`config.mk`:
```
export PLATFORM = sky130hd
export DESIGN_NAME = hbridge_dead_time_sequencer_top
export DESIGN_NICKNAME = d
export VERILOG_FILES = /design/src/rtl/core/hdts_pkg.sv /design/src/rtl/core/hdts_cmd_stage.sv /design/src/rtl/core/hdts_motor.sv /design/src/rtl/core/hbridge_dead_time_sequencer_top.sv
export SDC_FILE = /design/constraint.sdc
export NUM_CORES = 1
export LEC_CHECK = 0
export BUFFER_PORTS_ARGS = -buffer_cell sky130_fd_sc_hd__buf_2
export CORE_ASPECT_RATIO = 1.75
export CORE_MARGIN = 10
export CORE_UTILIZATION = 35
export DETAILED_ROUTE_END_ITERATION = 16
export GPL_ROUTABILITY_DRIVEN = 0
export GPL_TIMING_DRIVEN = 0
export PLACE_DENSITY_LB_ADDON = 0.2
export SYNTH_ARGS = -nofsm -noshare
export SYNTH_HDL_FRONTEND = slang
export SYNTH_SLANG_ARGS = --single-unit
```
`constraint.sdc`:
```
create_clock -name aclk -period 19.67 [get_ports aclk]
set_clock_uncertainty 0.2 [all_clocks]
set_input_delay 2.9505 -clock aclk [delete_from_list [all_inputs] [get_ports aclk]]
set_output_delay 2.9505 -clock aclk [all_outputs]
set_load 0.1 [all_outputs]
```
`src/rtl/core/hdts_pkg.sv`:
```
package hdts_pkg;

    // Motor counts: motors that hold state, and motors that appear in a result word.
    localparam int MOTOR_COUNT = 2;
    localparam int OUT_MOTORS  = 2;
    localparam int LIVE_MOTORS = (MOTOR_COUNT < OUT_MOTORS) ? MOTOR_COUNT : OUT_MOTORS;

    // Field and register widths.
    localparam int MODE_W         = 3;
    localparam int POWER_IN_W     = 8;
    localparam int PERIOD_W       = 16;
    localparam int PCT_W          = 7;
    localparam int DEAD_W         = 8;
    localparam int POWER_W        = 16;
    localparam int OP_W           = 2;
    localparam int PROD_W         = PCT_W + PERIOD_W;
    localparam int CFG_ADDR_W     = 2;
    localparam int CFG_DATA_W     = 16;
    localparam int MOTOR_FIELDS_W = OP_W + 2 * POWER_W + 2;

    // Division by 100 as a multiplication by an exact reciprocal.
    // For any product below 2**23, (p * RECIP) >> 30 equals p / 100.
    localparam int                DIV100_SHIFT = 30;
    localparam int                RECIP_W      = 24;
    localparam logic [RECIP_W-1:0] DIV100_RECIP = 24'd10737419;

    // Configuration reset values and the percent ceiling.
    localparam logic [PERIOD_W-1:0] PERIOD_RESET  = 16'd9000;
    localparam logic [PCT_W-1:0]    MAX_PCT_RESET = 7'd100;
    localparam logic [DEAD_W-1:0]   DEAD_RESET    = 8'd5;
    localparam logic [PCT_W-1:0]    PCT_FULL      = 7'd100;

    // Target power after reset: half scale of the reset period.
    localparam logic [POWER_W-1:0]  TARGET_RESET  = POWER_W'(50 * 9000 / 100);

    // Input word kinds.
    typedef enum logic [MODE_W-1:0] {
        MODE_TICK  = 3'd0,
        MODE_FWD   = 3'd1,
        MODE_BWD   = 3'd2,
        MODE_STOP  = 3'd3,
        MODE_BRAKE = 3'd4,
        MODE_POWER = 3'd5
    } mode_t;

    // Bridge operations.
    typedef enum logic [OP_W-1:0] {
        OP_STOP  = 2'd0,
        OP_FWD   = 2'd1,
        OP_BWD   = 2'd2,
        OP_BRAKE = 2'd3
    } op_t;

    // Configuration register indexes.
    typedef enum logic [CFG_ADDR_W-1:0] {
        CFG_PWM_PERIOD = 2'd0,
        CFG_MAX_POWER  = 2'd1,
        CFG_DEAD_TIME  = 2'd2
    } cfg_idx_t;

    // Registered command handed from the input stage to the motor records.
    typedef struct packed {
        mode_t              mode;
        logic               motor_index;
        logic [POWER_W-1:0] target;
    } cmd_t;

    // Motor state as it stands after the current word.
    typedef struct packed {
        op_t                op;
        logic [POWER_W-1:0] applied;
    } motor_view_t;

endpackage

```
`src/rtl/core/hdts_cmd_stage.sv`:
```
module hdts_cmd_stage
    import hdts_pkg::*;
(
    input  logic                  aclk,
    input  logic                  aresetn,
    input  logic                  in_valid,
    output logic                  in_ready,
    input  logic [MODE_W-1:0]     in_mode,
    input  logic                  in_motor_index,
    input  logic signed [POWER_IN_W-1:0] in_power_percent,
    input  logic [PERIOD_W-1:0]   pwm_period,
    input  logic [PCT_W-1:0]      max_power_percent,
    output logic                  cmd_valid,
    input  logic                  cmd_take,
    output cmd_t                  cmd
);

    logic                 valid_reg;
    logic                 valid_next;
    logic [MODE_W-1:0]    mode_reg;
    logic                 index_reg;
    logic [PROD_W-1:0]    product_reg;
    logic [PROD_W-1:0]    product_next;
    logic [PCT_W-1:0]     limit;
    logic [PCT_W-1:0]     pct;
    logic                 load;
    logic [PROD_W+RECIP_W-1:0] quot_full;

    // The stage takes a new word whenever it is empty or is being emptied.
    assign in_ready = !valid_reg || cmd_take;
    assign load     = in_valid && in_ready;

    // Clamp the requested percent; a negative request scales to zero.
    always_comb begin
        limit = (max_power_percent > PCT_FULL) ? PCT_FULL : max_power_percent;
        if (in_power_percent[POWER_IN_W-1]) begin
            pct = '0;
        end else if (in_power_percent[PCT_W-1:0] > limit) begin
            pct = limit;
        end else begin
            pct = in_power_percent[PCT_W-1:0];
        end
        product_next = {{PERIOD_W{1'b0}}, pct} * {{PCT_W{1'b0}}, pwm_period};
    end

    assign valid_next = load || (valid_reg && !cmd_take);

    // Control state.
    always_ff @(posedge aclk) begin
        if (!aresetn) begin
            valid_reg <= 1'b0;
        end else begin
            valid_reg <= valid_next;
        end
    end

    // Word payload and the scaled product.
    always_ff @(posedge aclk) begin
        if (load) begin
            mode_reg    <= in_mode;
            index_reg   <= in_motor_index;
            product_reg <= product_next;
        end
    end

    // Divide the registered product by 100 through the reciprocal.
    assign quot_full = {{RECIP_W{1'b0}}, product_reg} * {{PROD_W{1'b0}}, DIV100_RECIP};

    assign cmd_valid       = valid_reg;
    assign cmd.mode        = mode_t'(mode_reg);
    assign cmd.motor_index = index_reg;
    assign cmd.target      = quot_full[DIV100_SHIFT +: POWER_W];

endmodule

```
`src/rtl/core/hdts_motor.sv`:
```
module hdts_motor
    import hdts_pkg::*;
(
    input  logic              aclk,
    input  logic              aresetn,
    input  logic              upd,
    input  cmd_t              cmd,
    input  logic              sel,
    input  logic [DEAD_W-1:0] dead_time_ms,
    output motor_view_t       view
);

    op_t                cur_reg;
    op_t                cur_next;
    op_t                req_reg;
    op_t                req_next;
    logic [DEAD_W-1:0]  cnt_reg;
    logic [DEAD_W-1:0]  cnt_next;
    logic [POWER_W-1:0] applied_reg;
    logic [POWER_W-1:0] applied_next;
    logic [POWER_W-1:0] target_reg;
    logic [POWER_W-1:0] target_next;
    op_t                req_op;
    logic [DEAD_W-1:0]  load_val;

    // Operation asked for by a direction or brake command, and its dead time.
    always_comb begin
        req_op   = OP_STOP;
        load_val = dead_time_ms;
        case (cmd.mode)
            MODE_FWD: begin
                req_op   = OP_FWD;
                load_val = dead_time_ms + 8'd1;
            end
            MODE_BWD: begin
                req_op   = OP_BWD;
                load_val = dead_time_ms + 8'd1;
            end
            MODE_BRAKE: begin
                req_op   = OP_BRAKE;
                load_val = dead_time_ms;
            end
            default: ;
        endcase
    end

    // State update for one word.
    always_comb begin
        cur_next     = cur_reg;
        req_next     = req_reg;
        cnt_next     = cnt_reg;
        applied_next = applied_reg;
        target_next  = target_reg;
        if (upd) begin
            case (cmd.mode)
                MODE_TICK: begin
                    // Count down the dead time; the counter wraps at 8 bits.
                    if (cur_reg != req_reg) begin
                        cnt_next = cnt_reg - 8'd1;
                        if (cnt_next == '0) begin
                            cur_next     = req_reg;
                            applied_next = '0;
                        end
                    end
                    // A running bridge follows the target power.
                    if (cur_next inside {OP_FWD, OP_BWD}) begin
                        applied_next = target_reg;
                    end
                end
                MODE_FWD, MODE_BWD, MODE_BRAKE: begin
                    // A new operation stops the bridge and arms the dead time.
                    if (sel && (req_reg != req_op)) begin
                        cur_next     = OP_STOP;
                        applied_next = '0;
                        cnt_next     = load_val;
                        req_next     = req_op;
                    end
                end
                MODE_STOP: begin
                    if (sel) begin
                        cur_next     = OP_STOP;
                        applied_next = '0;
                        req_next     = OP_STOP;
                    end
                end
                MODE_POWER: begin
                    if (sel) begin
                        target_next = cmd.target;
                    end
                end
                default: ;
            endcase
        end
    end

    always_ff @(posedge aclk) begin
        if (!aresetn) begin
            cur_reg     <= OP_STOP;
            req_reg     <= OP_STOP;
            cnt_reg     <= '0;
            applied_reg <= '0;
            target_reg  <= TARGET_RESET;
        end else begin
            cur_reg     <= cur_next;
            req_reg     <= req_next;
            cnt_reg     <= cnt_next;
            applied_reg <= applied_next;
            target_reg  <= target_next;
        end
    end

    assign view.op      = cur_next;
    assign view.applied = applied_next;

endmodule

```
`src/rtl/core/hbridge_dead_time_sequencer_top.sv`:
```
// Channel   Direction  tdata                        tuser
// s_        in         [7:0] power_percent          [2:0] mode, [3] motor_index
// m_        out        72 bits, see the port list   -
// cfg_      in         write enable, index, data    -
//
// One word is accepted per cycle while s_tready is high. Each word passes through the input
// register (clamp and percent-times-period multiply) and then the result register
// (divide-by-100 multiply and motor record update).
// aresetn is synchronous; it restores the register defaults and both motor records.
// While the result register holds a word that is not taken, the input register
// still fills once before s_tready drops.
module hbridge_dead_time_sequencer_top
    import hdts_pkg::*;
(
    input  logic                  aclk,
    input  logic                  aresetn,
    // Input words.
    input  logic                  s_tvalid,
    output logic                  s_tready,
    input  logic [7:0]            s_tdata,   // [7:0] power_percent
    input  logic [3:0]            s_tuser,   // [2:0] mode, [3] motor_index
    // Result words.
    output logic                  m_tvalid,
    input  logic                  m_tready,
    // [1:0] m0_operation, [17:2] m0_compare_a, [33:18] m0_compare_b, [34] m0_low_a,
    // [35] m0_low_b, [37:36] m1_operation, [53:38] m1_compare_a,
    // [69:54] m1_compare_b, [70] m1_low_a, [71] m1_low_b
    output logic [71:0]           m_tdata,
    // Configuration writes.
    input  logic                  cfg_wr_en,
    input  logic [CFG_ADDR_W-1:0] cfg_addr,
    input  logic [CFG_DATA_W-1:0] cfg_wdata
);

    logic [PERIOD_W-1:0] period_reg;
    logic [PCT_W-1:0]    max_pct_reg;
    logic [DEAD_W-1:0]   dead_reg;
    logic                cmd_valid;
    logic                adv;
    cmd_t                cmd;
    logic                m_valid_reg;
    logic                m_valid_next;
    logic [71:0]         m_data_reg;
    logic [MOTOR_FIELDS_W-1:0] res_fields [OUT_MOTORS];

    // Output fields of one motor from its operation and applied power.
    function automatic logic [MOTOR_FIELDS_W-1:0] pack_motor(motor_view_t v);
        logic [POWER_W-1:0] ca;
        logic [POWER_W-1:0] cb;
        logic               la;
        logic               lb;
        ca = '0;
        cb = '0;
        la = 1'b0;
        lb = 1'b0;
        case (v.op)
            OP_STOP: begin
                la = 1'b1;
                lb = 1'b1;
            end
            OP_FWD: begin
                lb = 1'b1;
                cb = v.applied;
            end
            OP_BWD: begin
                la = 1'b1;
                ca = v.applied;
            end
            OP_BRAKE: ;
            default: ;
        endcase
        return {lb, la, cb, ca, v.op};
    endfunction

    // Configuration registers.
    always_ff @(posedge aclk) begin
        if (!aresetn) begin
            period_reg  <= PERIOD_RESET;
            max_pct_reg <= MAX_PCT_RESET;
            dead_reg    <= DEAD_RESET;
        end else if (cfg_wr_en) begin
            case (cfg_idx_t'(cfg_addr))
                CFG_PWM_PERIOD: period_reg  <= cfg_wdata[PERIOD_W-1:0];
                CFG_MAX_POWER:  max_pct_reg <= cfg_wdata[PCT_W-1:0];
                CFG_DEAD_TIME:  dead_reg    <= cfg_wdata[DEAD_W-1:0];
                default: ;
            endcase
        end
    end

    // Input register with the power scaling.
    hdts_cmd_stage u_cmd_stage (
        .aclk              (aclk),
        .aresetn           (aresetn),
        .in_valid          (s_tvalid),
        .in_ready          (s_tready),
        .in_mode           (s_tuser[MODE_W-1:0]),
        .in_motor_index    (s_tuser[MODE_W]),
        .in_power_percent  (s_tdata),
        .pwm_period        (period_reg),
        .max_power_percent (max_pct_reg),
        .cmd_valid         (cmd_valid),
        .cmd_take          (adv),
        .cmd               (cmd)
    );

    // A command moves on when the result register is free or being emptied.
    assign adv = cmd_valid && (!m_valid_reg || m_tready);

    // Motor records; a motor that is not built reports all zeros.
    for (genvar m = 0; m < OUT_MOTORS; m++) begin : g_motor
        if (m < LIVE_MOTORS) begin : g_live
            motor_view_t view;

            hdts_motor u_motor (
                .aclk         (aclk),
                .aresetn      (aresetn),
                .upd          (adv),
                .cmd          (cmd),
                .sel          (cmd.motor_index == 1'(m)),
                .dead_time_ms (dead_reg),
                .view         (view)
            );

            assign res_fields[m] = pack_motor(view);
        end else begin : g_absent
            assign res_fields[m] = '0;
        end
    end

    // Result register.
    assign m_valid_next = adv || (m_valid_reg && !m_tready);

    always_ff @(posedge aclk) begin
        if (!aresetn) begin
            m_valid_reg <= 1'b0;
        end else begin
            m_valid_reg <= m_valid_next;
        end
    end

    always_ff @(posedge aclk) begin
        if (adv) begin
            m_data_reg <= {res_fields[1], res_fields[0]};
        end
    end

    assign m_tvalid = m_valid_reg;
    assign m_tdata  = m_data_reg;

endmodule

```
==> reports/metrics.csv, run 1 <==
stage,metric,value,unit
synth,Syn Inst Count,2193,
synth,#FFs+latches synth,220,
worst_hold_path,WHS Endpoint,g_motor[1].g_live.u_motor.target_reg[1],
global_routing,first-pass GRT wire length,93500,um
synth,sequential share of the synthesized area,24.8,%
cts,CTS H-tree depth,1,
layout,area taken by multi-input logic gates,14600,um^2
layout,Area growth syn-to-layout,10.7,%
global_routing,global route overflow,0,
layout,"most common cell after layout, fill and taps aside",inv_1,
place,IO Port Bufs,108,
floorplanning,site row count,120,
worst_setup_path,startpoint types,primary input,
global_routing,vias in the first global route,16900,
synth,Synth Area per Inst,9.91,um^2
cts,Clock Sink Count,220,
timing,Final Hold Viols,0,
layout,ant diodes,0,
layout,FF+latch area,5400,um^2
worst_setup_path,CP Class,in -> reg,
synth,Netlist cell types,87,
layout,post-layout util,39.2,%
timing,Setup TNS Final,0,ns
cts,clock latency on the worst-skew pair,0.54,ns
synth,Main synth FF type,dfxtp_1,
cts,root buffer cell,clkbuf_16,
worst_hold_path,hold_sp,g_motor[1].g_live.u_motor.target_reg[1],
layout,"commonest non-fill, non-tap cells in the layout","397 x inv_1, 289 x ha_1, 264 x fa_1",
cts,CTS tree,built,
status,outcome,"complete, no violations",
layout,nets@finish,2914,
synth,Syn. warnings,0,
route,DRT iter0 DRCs,697,
cts,clock-pin slew on the worst setup and hold paths,0.06,ns
floorplanning,CORE AREA,61400,um^2
route,post-route ant nets,0,
route,drt first pass iters,5,
global_routing,largest net degree at the start of global routing,74,
worst_hold_path,Hold Crit Class,reg -> reg,
run,number of max-cap violations,0,
layout,share of layout cells above drive strength 1,8.71,%
worst_setup_path,Worst EP required,19.76,ns
cts,Resized Gates After CTS,0,
synth,total nets after synthesis,2781,
layout,# fillers,6098,
cts,postcts setup bufs,0,
worst_setup_path,RR Endpoint,u_cmd_stage.product_reg[22],
floorplanning,Die Wd,208,um
worst_setup_path,RR Startpoint,max_pct_reg[0],
timing,worst-margin pin slew,1.31,ns
cts,TritonCTS Buffers,22,
synth,ys async rst share,0,%
worst_setup_path,Worst setup EP type,flip-flop,
timing,Final Cycle Share,49.7,%
route,routed length per instance,18.6,um
synth,Post-synth EDFFs,99,
synth,"top cells by area, synth","fa_1 24%, ha_1 17%, edfxtp_1 14%, dfxtp_1 11%, inv_1 6.9%",
worst_setup_path,Crit. Startpoint,s_tdata[4],
synth,Synth top area share,24.3,%
floorplanning,die area,72900,um^2
timing,Worst slew margin,12.6,%
place,hpwl dp,50200,um
timing,RSZ-0062 raised after global routing,no,
route,post-DR vias/cell,4.96,
timing,"Setup violations, final",0,
worst_setup_path,r2r setup slk,11.58,ns
route,DRC Markers,0,
cts,CTS max path bufs,3,
timing,post-route minimum period,9.78,ns
worst_setup_path,CP arrival,9.87,ns
layout,max reg flops,72,
timing,f_max,102,MHz
worst_hold_path,Hold Path Depth,2,
worst_setup_path,R2R cell count,28,
floorplanning,Initial Util,35.4,%
route,DRT Wirelength,58200,um
synth,"Cell Area, Synth",21700,um^2
cts,hold buffers post-CTS,0,
timing,final number of max-transition violations,0,
worst_setup_path,Crit Path Max Fanout,10,
global_routing,Total GRT Usage,16.1,%
synth,most area-hungry cell type in the Yosys netlist,fa_1,
floorplanning,I/O Pins,109,
floorplanning,die height,350,um
route,vias after detailed routing,15500,
global_routing,initial antenna violation count,1,
-- stage by stage --
step	hold WS, ns	cell area [um^2]	setup slack, ns	cells
finish	0.276	24100	9.89	3135
CTS	0.278	24100	9.93	3135
global route	0.293	24100	9.41	3135
detailed placement	0.269	23300	9.35	3095
global placement	0.264	23300	9.34	3094
floorplan	0.237	21700	10.66	2193
-- final cells by class --
class | count | area share [%]
multi-input combinational | 1511 | 60.5
clock buffer | 28 | 2.59
inverter | 403 | 6.30
buffer | 59 | 1.11
tap | 793 | 4.12
timing repair buffer | 109 | 2.36
sequential | 220 | 22.4
clock inverter | 12 | 0.608
-- kinds of logic (layout without fill, tap and decap cells) --
logic type | count (synthesis) | after routing | share of synthesized area [%]
AO/OA/AOI/OAI | 328 | 328 | 10.1
XOR/XNOR | 54 | 54 | 2.18
adder cells (fa/ha/maj) | 553 | 553 | 41.0
buffers and inverters | 462 | 611 | 8.19
flip-flops | 220 | 220 | 24.8
multiplexers | 19 | 19 | 0.881
AND/OR/NAND/NOR | 557 | 557 | 12.9
-- Yosys cell counts, drive strengths merged (2+ instances only) --
master,count
inv,403
ha,289
fa,264
nor2,152
and2,141
nand2,140
dfxtp,121
a21oi,100
edfxtp,99
o21ai,66
clkbuf,41
xnor2,39
nand3,36
a21o,25
a211oi,23
nor3,20
a22oi,18
buf,18
mux2i,18
a22o,16
xor2,15
o21a,13
o21bai,13
nand2b,11
o211ai,11
nand4,8
nor2b,8
nor4,8
and3,7
and4,6
a31oi,5
o31ai,5
a32oi,4
nand3b,4
o221a,4
or2,4
a221oi,3
a311oi,3
a41oi,3
or3,3
a32o,2
nor4b,2
or2b,2
or4,2
-- routing by layer --
layer | up-vias | global-route usage (%) | routed length [um]
met5 | - | 0 | 13
met4 | 2 | 7.94 | 3020
met3 | 107 | 1.49 | 1580
met2 | 304 | 32.1 | 32700
met1 | 7698 | 16.2 | 20900
li1 | 7437 | - | -
-- how the worst max path moves through the flow --
stage	cells after the start	to
after floorplan	27	u_cmd_stage.product_reg[21]
after global placement	27	u_cmd_stage.product_reg[22]
after detailed placement	27	u_cmd_stage.product_reg[22]
after CTS	27	u_cmd_stage.product_reg[22]
after global routing	27	u_cmd_stage.product_reg[22]
final	27	u_cmd_stage.product_reg[22]
-- worst max-delay path, stage by stage --
cell and delay, ns:
buf_2 0.11, ha_1 0.30, a21oi_1 0.16, nor2b_1 0.06, o21ai_0 0.14, o21ai_0 0.14, o22ai_1 0.21, buf_2 0.24
nor3_1 0.07, nor3_1 0.68, clkbuf_1 0.45, and2_1 0.22, fa_1 0.44, fa_1 0.50, fa_1 0.49, inv_1 0.05
fa_1 0.47, inv_1 0.04, ha_1 0.23, or4_1 0.53, o21ai_1 0.31, a311oi_1 0.20, o21a_1 0.22, o21ai_1 0.17
a21oi_1 0.14, a211oi_1 0.26, xnor2_1 0.09
Power of run 1 is left out: the tool's default activity adds up to more than one toggle a clock period on the data nets, which glitch-free logic cannot reach.
==> run 2, diff against run 1 <==
--- a/config.mk
+++ b/config.mk
@@ -5,6 +5,7 @@
 export SDC_FILE = /design/constraint.sdc
 export NUM_CORES = 1
 export LEC_CHECK = 0
+export ABC_AREA = 1
 export BUFFER_PORTS_ARGS = -buffer_cell sky130_fd_sc_hd__buf_2
 export CORE_ASPECT_RATIO = 1.75
 export CORE_MARGIN = 10
==> constraint.sdc (replaced) <==
create_clock -name aclk -period 9.41 [get_ports aclk]
set_clock_uncertainty 0.2 [all_clocks]
set_input_delay 1.4115 -clock aclk [delete_from_list [all_inputs] [get_ports aclk]]
set_output_delay 1.4115 -clock aclk [all_outputs]
set_load 0.1 [all_outputs]
==> run 2 against run 1 <==
Register-to-register slack worse by 9.6 ns. Critical endpoint is now u_cmd_stage.product_reg[19]. Sequential cell count unchanged. Highest routed layer is now met4. Hold slack worse by 0.0016 ns. Largest cell class unchanged. Die area up 5.0%. Synthesized area up 5.5%. Utilization down 0.33 points.
==> reports/metrics.csv, run 2 <==
stage,metric,value,unit,change
status,outcome,"complete, no violations",,
worst_setup_path,Critical Path Most Common Cell,nand2_1,,
cts,Clock Sink Count,220,,unchanged
worst_setup_path,CP Class,in -> reg,,
global_routing,Total GRT Usage,17.9,%,+1.8 points
synth,Synth Area per Inst,8.56,um^2,-14%
cts,Resized Gates After CTS,0,,unchanged
worst_hold_path,Hold Crit Class,reg -> reg,,
route,DRT Wirelength,68200,um,+17%
timing,"Setup violations, final",0,,unchanged
worst_setup_path,"Slowest-stage cell, CP",fa_1,,
global_routing,global route overflow,0,,unchanged
cts,CTS tree,built,,
route,DRT iter0 DRCs,849,,+22%
route,post-DR vias/cell,4.98,,+0.40%
cts,hold buffers post-CTS,0,,unchanged
synth,Synth top area share,23.1,%,-1.3 points
floorplanning,die height,359,um,+2.5%
synth,Post-synth EDFFs,99,,unchanged
synth,Syn Inst Count,2677,,+22%
worst_setup_path,CP arrival,7.67,ns,-2.20 ns
layout,nets@finish,3398,,+17%
timing,worst-margin pin slew,1.13,ns,-0.182 ns
floorplanning,CORE AREA,65200,um^2,+6.1%
worst_setup_path,Worst setup EP type,flip-flop,,
place,IO Port Bufs,107,,-0.93%
worst_setup_path,Crit Path Max Fanout,10,,unchanged
global_routing,vias in the first global route,19400,,+15%
timing,Worst slew margin,24.6,%,+12 points
floorplanning,site row count,124,,+3.3%
route,drt first pass iters,7,,+2
synth,ys async rst share,0,%,unchanged
synth,Syn. warnings,0,,unchanged
worst_setup_path,Worst EP required,9.48,ns,-10.28 ns
synth,"Cell Area, Synth",22900,um^2,+5.5%
synth,most frequent cells after synthesis,"574 x inv_1, 333 x nand2_1, 289 x ha_1",,
worst_setup_path,"slowest stage delay, CP",0.53,ns,-0.15 ns
layout,"most common cell after layout, fill and taps aside",inv_1,,
cts,clock-pin slew on the worst setup and hold paths,0.07,ns,about the same
timing,Final Cycle Share,80.7,%,
synth,most area-hungry cell type in the Yosys netlist,fa_1,,
timing,final number of max-transition violations,0,,unchanged
cts,TritonCTS Buffers,24,,+9.1%
route,routed length per instance,18.7,um,+0.75%
global_routing,initial antenna violation count,0,,-1
timing,RSZ-0062 raised after global routing,no,,
route,DRC Markers,0,,unchanged
layout,Area growth syn-to-layout,10.5,%,
timing,Final Hold Viols,0,,unchanged
cts,clock latency on the worst-skew pair,0.55,ns,about the same
cts,CTS max path bufs,3,,unchanged
cts,CTS H-tree depth,1,,unchanged
cts,postcts setup bufs,0,,unchanged
floorplanning,Die Wd,213,um,+2.4%
worst_setup_path,startpoint types,primary input,,
timing,Setup TNS Final,0,ns,unchanged
timing,f_max,132,MHz,
layout,share of layout cells above drive strength 1,8.35,%,-0.37 points
route,vias after detailed routing,18200,,+17%
floorplanning,Initial Util,35.2,%,-0.21 points
timing,post-route minimum period,7.59,ns,
synth,total nets after synthesis,3265,,+17%
place,hpwl dp,59500,um,+18%
synth,Netlist cell types,46,,-47%
run,number of max-cap violations,0,,unchanged
global_routing,largest net degree at the start of global routing,77,,+4.1%
layout,max reg flops,72,,unchanged
layout,ant diodes,0,,unchanged
synth,#FFs+latches synth,220,,unchanged
route,post-route ant nets,0,,unchanged
floorplanning,die area,76500,um^2,+5.0%
synth,most numerous cell in the Yosys netlist,inv_1,,
place,Setup WS pre-CTS,1.23,ns,-8.12 ns
floorplanning,I/O Pins,109,,unchanged
global_routing,first-pass GRT wire length,106000,um,+13%
layout,"commonest non-fill, non-tap cells in the layout","573 x inv_1, 333 x nand2_1, 289 x ha_1",,
synth,"top cells by area, synth","fa_1 23%, ha_1 16%, edfxtp_1 13%, dfxtp_1 11%, inv_1 9.4%",,
timing,worst setup slack after layout,1.82,ns,-8.08 ns
synth,Main synth FF type,dfxtp_1,,
synth,sequential share of the synthesized area,23.5,%,-1.3 points
cts,root buffer cell,clkbuf_16,,
## run 2: final cells by class
| class | count | area, um^2 |
|---|---|---|
| inverters | 586 | 2200 |
| fillers | 6672 | 39800 |
| clock inverters | 15 | 199 |
| plain buffers | 43 | 229 |
| multi-input cells | 1828 | 15100 |
| flip-flops and latches | 220 | 5400 |
| well taps | 819 | 1020 |
| clock buffers | 29 | 639 |
| repair buffers | 107 | 536 |
## run 2: path summary, 6_finish.rpt
kind,depth (start not counted),end,slack [ns],startpoint
setup reg to reg,36,u_cmd_stage.product_reg[19],1.99,max_pct_reg[2]
setup / recovery,32,u_cmd_stage.product_reg[19],1.82,s_tdata[2]
hold / removal,2,g_motor[1].g_live.u_motor.target_reg[2],0.27,g_motor[1].g_live.u_motor.target_reg[2]
hold reg to reg,2,g_motor[1].g_live.u_motor.target_reg[2],0.27,g_motor[1].g_live.u_motor.target_reg[2]
## run 2: layer usage
layer | up-vias | part of all wire (%) | global-route usage, %
met5 | - | 0 | 0
met4 | 0 | 7.3 | 11.4
met3 | 181 | 3.0 | 1.58
met2 | 455 | 56 | 35.5
met1 | 8748 | 34 | 16.9
li1 | 8776 | - | -
## run 2: cell families after synthesis
kind of cell    Yosys count  synth area share, %
fa+ha+maj               553                 38.8
xor+xnor                 30                 1.15
simple gates            849                 16.6
compound gates          396                 9.32
flops                   220                 23.5
buf+inv                 629                 10.6
## run 2: per-stage QoR
stage / instances / utilization [%] / hold WS [ns] / area [um^2]
floorplan: 2677 / - / 0.238 / 22900
global placement: 3603 / 37.6 / 0.253 / 24500
detailed placement: 3603 / 37.6 / 0.262 / 24500
CTS: 3647 / 38.9 / 0.277 / 25300
global route: 3647 / 38.9 / 0.296 / 25300
finish: 3647 / 38.9 / 0.274 / 25300
## run 2: critical path: cells and delay by family
family	cells	cell delay (ns)
buffers and inverters	8	1.18
AND/OR/NAND/NOR	11	1.03
AO/OA/AOI/OAI	7	1.37
adder cells (fa/ha/maj)	6	2.69
Power of run 2 is left out for the same reason.
==> run 3, diff against run 2 <==
==> constraint.sdc (replaced) <==
create_clock -name aclk -period 6.11 [get_ports aclk]
set_clock_uncertainty 0.2 [all_clocks]
set_input_delay 0.9165 -clock aclk [delete_from_list [all_inputs] [get_ports aclk]]
set_output_delay 0.9165 -clock aclk [all_outputs]
set_load 0.1 [all_outputs]
==> run 3 against run 2 <==
The run now ends with negative setup slack left. Utilization increased by 4.9 points. First-iteration DRC count fell by 0.82%. Final cell count rose by 3.7%. Sequential share of layout area down 2.3 points. Critical path depth rose by 1. Global-route usage rose by 0.80 points. Setup slack worse by 2.0 ns. Hold slack got worse by 0.0092 ns. Via count grew 4.9%. Wire length grew 7.0%.
==> reports/metrics.csv, run 3 (synthesis gave the netlist of run 2 again) <==
stage,metric,value,unit,change
layout,ant diodes,0,,unchanged
cts,CTS H-tree depth,1,,unchanged
place,Setup WS pre-CTS,-1.20,ns,-2.43 ns
route,DRT iter0 DRCs,842,,-0.82%
floorplanning,site row count,124,,unchanged
global_routing,global route overflow,0,,unchanged
cts,clock latency on the worst-skew pair,0.57,ns,+0.02 ns
worst_setup_path,Worst setup EP type,flip-flop,,
worst_setup_path,Crit Path Max Fanout,5,,-5
route,drt first pass iters,5,,-2
worst_setup_path,CP Class,reg -> reg,,
route,post-DR vias/cell,5.04,,+1.2%
worst_setup_path,Critical Path Most Common Cell,nand2_2,,
timing,Final Cycle Share,102,%,
layout,post-layout util,43.8,%,+4.9 points
worst_setup_path,r2r setup slk,-0.14,ns,-2.13 ns
timing,Worst slew margin,23.4,%,-1.2 points
worst_setup_path,"Slowest-stage cell, CP",fa_2,,
layout,max reg flops,72,,unchanged
route,DRC Markers,0,,unchanged
cts,CTS tree,built,,
run,number of max-cap violations,0,,unchanged
floorplanning,I/O Pins,109,,unchanged
route,DRT Wirelength,73000,um,+7.0%
status,failing checks,negative setup slack,,
cts,clock-pin slew on the worst setup and hold paths,0.06,ns,about the same
status,outcome,"finished, violations left",,
route,routed length per instance,19.3,um,+3.2%
global_routing,initial antenna violation count,0,,unchanged
floorplanning,CORE AREA,65200,um^2,unchanged
worst_setup_path,"slowest stage delay, CP",0.52,ns,about the same
global_routing,vias in the first global route,20200,,+4.0%
place,IO Port Bufs,107,,unchanged
global_routing,first-pass GRT wire length,110000,um,+4.3%
global_routing,Total GRT Usage,18.7,%,+0.80 points
worst_setup_path,startpoint types,flip-flop,,
cts,TritonCTS Buffers,24,,unchanged
worst_setup_path,R2R cell count,33,,-8.3%
place,Placed Instances,3603,,unchanged
worst_setup_path,Crit path buffers/inverters,6,,-2
cts,Clock Sink Count,220,,unchanged
floorplanning,Die Wd,213,um,unchanged
worst_setup_path,Worst EP required,6.23,ns,-3.25 ns
layout,"non-filler cells, final",3781,,+3.7%
layout,"most common cell after layout, fill and taps aside",inv_1,,
worst_hold_path,WHS Endpoint,g_motor[0].g_live.u_motor.target_reg[8],,
worst_setup_path,CP arrival,6.36,ns,-1.31 ns
global_routing,largest net degree at the start of global routing,77,,unchanged
timing,post-route minimum period,6.25,ns,
worst_hold_path,Hold Path Depth,2,,unchanged
worst_hold_path,Hold Crit Class,reg -> reg,,
timing,worst-margin pin slew,1.15,ns,+0.0180 ns
route,vias after detailed routing,19000,,+4.9%
timing,"Setup violations, final",23,,+23
worst_setup_path,"CP delay by family, top",adder cells,,
layout,Area growth syn-to-layout,24.4,%,
timing,RSZ-0062 raised after global routing,yes,,
worst_setup_path,RR Endpoint,u_cmd_stage.product_reg[19],,
cts,root buffer cell,clkbuf_16,,
worst_hold_path,hold_sp,g_motor[0].g_live.u_motor.target_reg[8],,
floorplanning,Initial Util,35.2,%,unchanged
place,hpwl dp,59500,um,about the same
layout,nets@finish,3532,,+3.9%
route,post-route ant nets,0,,unchanged
layout,"commonest non-fill, non-tap cells in the layout","526 x inv_1, 263 x nand2_1, 243 x fa_1",,
cts,hold buffers post-CTS,0,,unchanged
timing,f_max,160,MHz,
timing,final number of max-transition violations,0,,unchanged
timing,Final Hold Viols,0,,unchanged
timing,worst setup slack after layout,-0.135,ns,-1.95 ns
layout,share of layout cells above drive strength 1,26.2,%,+18 points
floorplanning,die height,359,um,unchanged
cts,CTS max path bufs,3,,unchanged
floorplanning,die area,76500,um^2,unchanged
worst_setup_path,RR Startpoint,max_pct_reg[1],,
[run 3: cell count changes in the layout (fill, tap and decap cells not counted), moves of 36 or more]
cell and delta:
nand2_2 +49, nand2_1 -70, nor2_1 -87, o21ai_0 -36, inv_1 -47, buf_4 +113, nor2_2 +54, inv_2 +42
nand3_1 -41, ha_1 -49
[run 3: worst max path at each step]
stage | from | endpoint | depth (start not counted)
global route | max_pct_reg[1] | u_cmd_stage.product_reg[19] | 33
CTS | max_pct_reg[1] | u_cmd_stage.product_reg[19] | 33
floorplan | s_tdata[2] | u_cmd_stage.product_reg[18] | 25
global placement | s_tdata[2] | u_cmd_stage.product_reg[19] | 28
detailed placement | s_tdata[2] | u_cmd_stage.product_reg[19] | 28
finish | max_pct_reg[1] | u_cmd_stage.product_reg[19] | 33
[run 3: cell type report]
class | instances | area, um^2
well taps | 819 | 1020
repair buffers | 241 | 1630
clock buffers | 28 | 626
fillers | 6335 | 36600
flip-flops and latches | 220 | 5410
plain buffers | 43 | 288
inverters | 586 | 2210
clock inverters | 16 | 183
multi-input cells | 1828 | 17200
[run 3: timing repair]
| action | CTS | global route |
|---|---|---|
| resized for setup | 207 | 386 |
| endpoints found under the setup margin | 47 | 47 |
| cloned | 1 | 2 |
| setup buffers | 72 | 60 |
| pin swaps | 39 | 160 |
[run 3: stage by stage]
stage	setup TNS (ns)	cell area [um^2]	hold slack [ns]
3_5_place_dp	-23.46	24500	0.262
6_report	-1.06	28500	0.265
3_3_place_gp	-22.86	24500	0.253
2_1_floorplan	0	22900	0.238
4_1_cts	-0.284	26700	0.277
5_1_grt	-7.61	28500	0.285
[run 3: layer usage]
layer	GRT usage, %	routed length (um)	vias to the layer above	part of all wire [%]
li1	-	-	9042	-
met1	17.5	24300	9297	33
met2	36.4	40000	473	55
met3	1.95	2400	233	3.3
met4	13.6	6240	0	8.6
met5	0	0	-	0
[run 3: tightest hold or removal path: stages (launching register included)]
cell and delay, ns:
dfxtp_1 0.33, a21oi_1 0.06, nand2_1 0.05
Power of run 3 is left out for the same reason.
